$ cat src/hdl/rvx_pkg.sv
// Types and constants shared by the register machine execute unit.
`timescale 1ns / 1ps

package rvx_pkg;

    // Register file size and operand layout.
    localparam int NUM_REGS = 16;
    localparam int REG_AW   = $clog2(NUM_REGS);
    localparam int OPER_W   = 32;
    localparam int FUNC_W   = 5;

    // Stream widths and bit positions.
    localparam int IN_TDATA_W    = 3 * OPER_W;
    localparam int IN_TUSER_W    = FUNC_W + 1;
    localparam int TUSER_HAS_B   = FUNC_W;
    localparam int OUT_TDATA_W   = 104;

    // Configuration port.
    localparam int CFG_ADDR_W = 2;
    localparam int CFG_DIM_W  = 7;
    localparam logic [CFG_ADDR_W-1:0] CFG_IDX_DISPLAY_ENABLED = 2'd0;
    localparam logic [CFG_ADDR_W-1:0] CFG_IDX_DISPLAY_HEIGHT  = 2'd1;
    localparam logic [CFG_ADDR_W-1:0] CFG_IDX_DISPLAY_WIDTH   = 2'd2;
    localparam logic [CFG_DIM_W-1:0]  CFG_DIM_RESET           = 7'd64;

    // Request queue between front and back.
    localparam int Q_DEPTH = 2;
    localparam int Q_PTR_W = 1;
    localparam int Q_CNT_W = 2;

    typedef enum logic [FUNC_W-1:0] {
        OP_PUSH  = 5'd0,
        OP_JREQ  = 5'd1,
        OP_PULL  = 5'd2,
        OP_PRNT  = 5'd3,
        OP_PURGE = 5'd4,
        OP_HALT  = 5'd5,
        OP_ADD   = 5'd6,
        OP_SUB   = 5'd7,
        OP_ADD_R = 5'd8,
        OP_SUB_R = 5'd9,
        OP_INC   = 5'd10,
        OP_DEC   = 5'd11,
        OP_CMRR  = 5'd12,
        OP_COMP  = 5'd13,
        OP_JPEQ  = 5'd14,
        OP_DPFB  = 5'd15,
        OP_NOP   = 5'd16
    } op_t;

    typedef enum logic [2:0] {
        STS_OK         = 3'd0,
        STS_HALTED     = 3'd1,
        STS_OCCUPIED   = 3'd2,
        STS_DEC_EMPTY  = 3'd3,
        STS_NO_DISPLAY = 3'd4,
        STS_PIX_RANGE  = 3'd5
    } status_t;

    // One classified instruction as it travels through the queue.
    typedef struct packed {
        op_t               op;
        logic [OPER_W-1:0] a;
        logic [OPER_W-1:0] b;
        logic [OPER_W-1:0] c;
        logic              has_b;
        logic [REG_AW-1:0] ra;
        logic [REG_AW-1:0] rb;
        logic [REG_AW-1:0] rc;
    } instr_t;

    // Result word, status in the lowest bits.
    typedef struct packed {
        logic              pixel_value;
        logic [OPER_W-1:0] exit_code;
        logic [OPER_W-1:0] print_value;
        logic              print_is_null;
        logic              print_is_char;
        logic              print_valid;
        logic [OPER_W-1:0] jump_target;
        logic              jump_taken;
        status_t           status;
    } result_t;

    // Display configuration.
    typedef struct packed {
        logic                 disp_en;
        logic [CFG_DIM_W-1:0] disp_h;
        logic [CFG_DIM_W-1:0] disp_w;
    } cfg_t;

endpackage

$ cat src/hdl/rvx_front.sv
// Front end: accepts instruction requests, classifies them and queues them.
`timescale 1ns / 1ps

module rvx_front #(
    parameter int FB_ROWS = 64,
    parameter int FB_COLS = 64,
    localparam int FbDepth = FB_ROWS * FB_COLS,
    localparam int FbAw = (FbDepth > 1) ? $clog2(FbDepth) : 1
) (
    input  logic                               aclk,
    input  logic                               aresetn,
    input  logic                               s_tvalid,
    output logic                               s_tready,
    input  logic [rvx_pkg::IN_TDATA_W-1:0]     s_tdata,
    input  logic [rvx_pkg::IN_TUSER_W-1:0]     s_tuser,
    input  logic                               clearing,
    output logic                               q_valid,
    input  logic                               q_ready,
    output rvx_pkg::instr_t                    q_item,
    output logic [FbAw-1:0]                    q_fb_addr
);

    localparam int RowW = (FB_ROWS > 1) ? $clog2(FB_ROWS) : 1;
    localparam int ColW = (FB_COLS > 1) ? $clog2(FB_COLS) : 1;
    localparam int OpW  = rvx_pkg::OPER_W;

    rvx_pkg::instr_t                 entry_reg [rvx_pkg::Q_DEPTH];
    logic [FbAw-1:0]                 fb_addr_reg [rvx_pkg::Q_DEPTH];
    logic [rvx_pkg::Q_PTR_W-1:0]     wr_ptr_reg, wr_ptr_next;
    logic [rvx_pkg::Q_PTR_W-1:0]     rd_ptr_reg, rd_ptr_next;
    logic [rvx_pkg::Q_CNT_W-1:0]     count_reg, count_next;
    rvx_pkg::instr_t                 dec_item;
    logic [FbAw-1:0]                 dec_fb_addr;
    logic [rvx_pkg::FUNC_W-1:0]      func;
    logic                            push;
    logic                            pop;

    assign func = s_tuser[rvx_pkg::FUNC_W-1:0];

    // Decode: unused function codes become a no-op, register indexes are the
    // low operand bits and the pixel address is row times columns plus column.
    always_comb begin
        dec_item.op    = (func <= rvx_pkg::OP_NOP) ? rvx_pkg::op_t'(func) : rvx_pkg::OP_NOP;
        dec_item.a     = s_tdata[OpW-1:0];
        dec_item.b     = s_tdata[2*OpW-1:OpW];
        dec_item.c     = s_tdata[3*OpW-1:2*OpW];
        dec_item.has_b = s_tuser[rvx_pkg::TUSER_HAS_B];
        dec_item.ra    = s_tdata[rvx_pkg::REG_AW-1:0];
        dec_item.rb    = s_tdata[OpW+rvx_pkg::REG_AW-1:OpW];
        dec_item.rc    = s_tdata[2*OpW+rvx_pkg::REG_AW-1:2*OpW];
        dec_fb_addr    = FbAw'(32'(s_tdata[RowW-1:0]) * 32'(FB_COLS)
                               + 32'(s_tdata[OpW+ColW-1:OpW]));
    end

    // Queue handshakes; no request is taken while the framebuffer is cleared.
    assign s_tready = (count_reg != rvx_pkg::Q_CNT_W'(rvx_pkg::Q_DEPTH)) && !clearing;
    assign push     = s_tvalid && s_tready;
    assign q_valid  = (count_reg != '0);
    assign pop      = q_valid && q_ready;
    assign q_item    = entry_reg[rd_ptr_reg];
    assign q_fb_addr = fb_addr_reg[rd_ptr_reg];

    // Pointer and fill count updates.
    always_comb begin
        wr_ptr_next = push ? wr_ptr_reg + 1'b1 : wr_ptr_reg;
        rd_ptr_next = pop ? rd_ptr_reg + 1'b1 : rd_ptr_reg;
        count_next  = count_reg;
        if (push && !pop) begin
            count_next = count_reg + 1'b1;
        end else if (pop && !push) begin
            count_next = count_reg - 1'b1;
        end
    end

    always_ff @(posedge aclk) begin
        if (!aresetn) begin
            wr_ptr_reg <= '0;
            rd_ptr_reg <= '0;
            count_reg  <= '0;
        end else begin
            wr_ptr_reg <= wr_ptr_next;
            rd_ptr_reg <= rd_ptr_next;
            count_reg  <= count_next;
        end
        if (push) begin
            entry_reg[wr_ptr_reg]   <= dec_item;
            fb_addr_reg[wr_ptr_reg] <= dec_fb_addr;
        end
    end

endmodule

$ cat config.mk
export PLATFORM = sky130hd
export DESIGN_NAME = rvx_front
export DESIGN_NICKNAME = d
export VERILOG_FILES = /design/src/hdl/rvx_pkg.sv /design/src/hdl/rvx_front.sv
export SDC_FILE = /design/constraint.sdc
export NUM_CORES = 1
export LEC_CHECK = 0
export BUFFER_PORTS_ARGS = -buffer_cell sky130_fd_sc_hd__buf_2
export CAP_MARGIN = 5
export CORE_ASPECT_RATIO = 1.1
export CORE_MARGIN = 1
export CORE_UTILIZATION = 55
export DETAILED_ROUTE_END_ITERATION = 8
export GPL_ROUTABILITY_DRIVEN = 0
export GPL_TIMING_DRIVEN = 0
export PLACE_DENSITY = 0.85
export SLEW_MARGIN = 40
export SYNTH_ARGS = -nofsm -noshare
export SYNTH_HDL_FRONTEND = slang
export SYNTH_SLANG_ARGS = --single-unit
$ cat constraint.sdc
create_clock -name aclk -period 13.1 [get_ports aclk]
set_input_delay 2.62 -clock aclk [delete_from_list [all_inputs] [get_ports aclk]]
set_output_delay 2.62 -clock aclk [all_outputs]
set_load 0.05 [all_outputs]
==> out/metrics.csv <==
stage;metric;value;unit
grt;GRT Util Overall;19.32;%
final_layout;post-route core utilization;72.45;%
cts;Num CTS Buffers;20;
power;leakage power;3.867;nW
timing;setup_tns;0;ps
worst_setup_path;WP data arrival;3170;ps
timing;Final min period;5794;ps
run_status;status;finished, final reports clean;
floorplan;Die Footprint;14670;um^2
routing;DR WL met3;1224;um
cts;post_cts resized;0;
logic_synthesis;count of cell types in the netlist;22;
grt;GRT Residual Overflow;0;
worst_setup_path;crit path capture type;output pin;
worst_setup_path;FF-to-FF setup slack;10740;ps
timing;final count of negative-setup-slack endpoints;0;
logic_synthesis;Post-Syn Area per Cell;21.03;um^2
final_layout;Final #Nets;742;
floorplan;Die X;115.6;um
cts;depth of the CTS H-tree;1;
logic_synthesis;Mapped Cells;371;
power;peak supply drop;0.1748;mV
cts;# hold bufs at CTS;0;
worst_setup_path;worst endpoint required time;10480;ps
worst_setup_path;critical path type;input pin to output pin;
routing;wl on met1;5064;um
power;PD cells;218.8;nW/um^2
final_layout;Synth-to-Final Area Change;28.63;%
timing;maximum clock frequency;0.1726;GHz
floorplan;std cell rows;45;
job;maxcap violations;0;
cts;Num Clock Sinks;209;
logic_synthesis;post-synthesis sequential area ratio;79.81;%
worst_setup_path;CP max FO;2;
logic_synthesis;syn_nets;479;
routing;via count;4223;
cts;clk_lat worst skew;480;ps
floorplan;Initial Util;56.32;%
logic_synthesis;flops & latches, synth;209;
timing;Clock Skews;8.984;ps
routing;vias per inst;5.057;
timing;Tightest Pin Transition;497.3;ps
routing;top sig layer;met4;
timing;final-report hold violation count;0;
cts;Setup Fix Bufs, Post-CTS;0;
routing;# DRC;0;
timing;Pins Over Slew Limit;0;
routing;Total Wirelength;14450;um
logic_synthesis;yosys warns;0;
place;# port buffers;234;
logic_synthesis;synthesized area;7801;um^2
grt;vias in the first global route;4406;
final_layout;layout cells sized above 1;51.08;%
place;detailed-placement wirelength estimate;9912;um
routing;antenna-violating nets left;0;
floorplan;I/O pin count;235;
timing;RSZ-0062 raised after global routing;false;
grt;first-pass GRT wire length;21250;um
timing;final worst-path cycle share;44.23;%
final_layout;max FFs per register;204;
cts;clk slew on worst S/H paths;70;ps
floorplan;Die H;126.9;um
cts;CTS max path bufs;3;
routing;wire per inst;17.31;um
hold_path;Hold Crit Class;flip-flop to flip-flop;
routing;detailed-router iteration count before antenna repair;4;
worst_setup_path;crit start category;input pin;
timing;Max transition margin;66.78;%
grt;largest net degree at the start of global routing;41;
floorplan;core footprint;13850;um^2
cts;CTS root buf;clkbuf_16;
routing;wire length on met2;7840;um
grt;initial antenna violation count;1;
routing;Initial DRC Count;215;
cts;CTS tree;built;
==> synthesized netlist by cell type (all sizes together) <==
cell type  instances  area, um^2
mux2i              1       10.01
nor2               1       3.750
nand2              1       3.750
clkbuf             1       3.750
a21boi             1       7.510
edfxtp           204        6126
or2                1       6.260
xnor2              2       17.52
or3                1       6.260
xor2               1       8.760
dfxtp              5       100.1
nor3b              1       12.51
ha                 1       12.51
mux2             102        1149
and2               4       25.02
o21ai              2       10.00
buf               35       255.2
nor2b              6       37.54
nand2b             1       6.260
==> cell usage in the layout (no fill, tap or decap), drive strengths merged <==
cell and instances:
nand2 1, and2 4, buf 276, a21boi 1
mux2i 1, nand2b 1, or3 1, nor3b 1
mux2 102, ha 1, edfxtp 204, clkinv 7
or2 1, nor2b 6, xnor2 2, xor2 1
dfxtp 5, o21ai 2, clkbuf 25, nor2 1
bufinv 3, diode 1
==> kinds of logic after synthesis <==
group,Yosys count,share of synthesized area [%]
adder cells (fa/ha/maj),1,0.1604
XOR/XNOR,3,0.3369
AND/OR/NAND/NOR,16,1.299
AO/OA/AOI/OAI,3,0.2245
buffers and inverters,36,3.320
multiplexers,103,14.85
flip-flops,209,79.81
==> stage by stage <==
| step | setup slack (ps) | cell area, um^2 | cells | power [mW] | hold slack (ps) |
|---|---|---|---|---|---|
| final | 7306 | 10030 | 835 | 2.196 | 534.9 |
| after global routing | 7269 | 10030 | 834 | 2.269 | 575.4 |
| after CTS | 7290 | 10030 | 834 | 2.215 | 537.8 |
| after detailed placement | 7383 | 9370 | 800 | 1.635 | 522.7 |
| after global placement | 2912 | 9208 | 793 | 1.616 | 459.1 |
| after floorplan | 5094 | 7801 | 371 | 1.457 | 451.4 |
==> where the power goes <==
| group | total (mW) | switching [mW] | internal (mW) | leakage (nW) |
|---|---|---|---|---|
| Clock | 0.576 | 0.225 | 0.350 | 0.325 |
| Sequential | 0.811 | 0.0152 | 0.796 | 1.91 |
| Combinational | 0.809 | 0.584 | 0.225 | 1.63 |
==> worst paths after layout <==
check	startpoint	endpoint	cells after the start
setup / recovery	clearing	s_tready	3
hold / removal	wr_ptr_reg$_SDFFE_PN0P_	wr_ptr_reg$_SDFFE_PN0P_	2
setup reg to reg	count_reg[0]$_SDFFE_PN0P_	entry_reg[0][14]$_DFFE_PP_	6
hold reg to reg	wr_ptr_reg$_SDFFE_PN0P_	wr_ptr_reg$_SDFFE_PN0P_	2
==> area by class of cell <==
| type | count | area (um^2) |
|---|---|---|
| buffer | 36 | 259.0 |
| clock buffer | 24 | 536.8 |
| clock inverter | 10 | 125.1 |
| sequential | 209 | 6226 |
| fill | 863 | 3816 |
| multi-input combinational | 126 | 1326 |
| tap | 188 | 235.2 |
| timing repair buffer | 241 | 1324 |
| antenna | 1 | 2.502 |
==> worst max-delay path, stage by stage <==
cell and delay (ps):
buf_2 120, nor2_1 140, buf_2 290
==> metal layers <==
layer  GRT usage, %  vias up
met5              0        -
met4          6.723        0
met1          19.11     2066
li1               -     1946
met3          6.068       32
met2          37.06      179
Note: power is estimated with default switching activity, not from simulation.
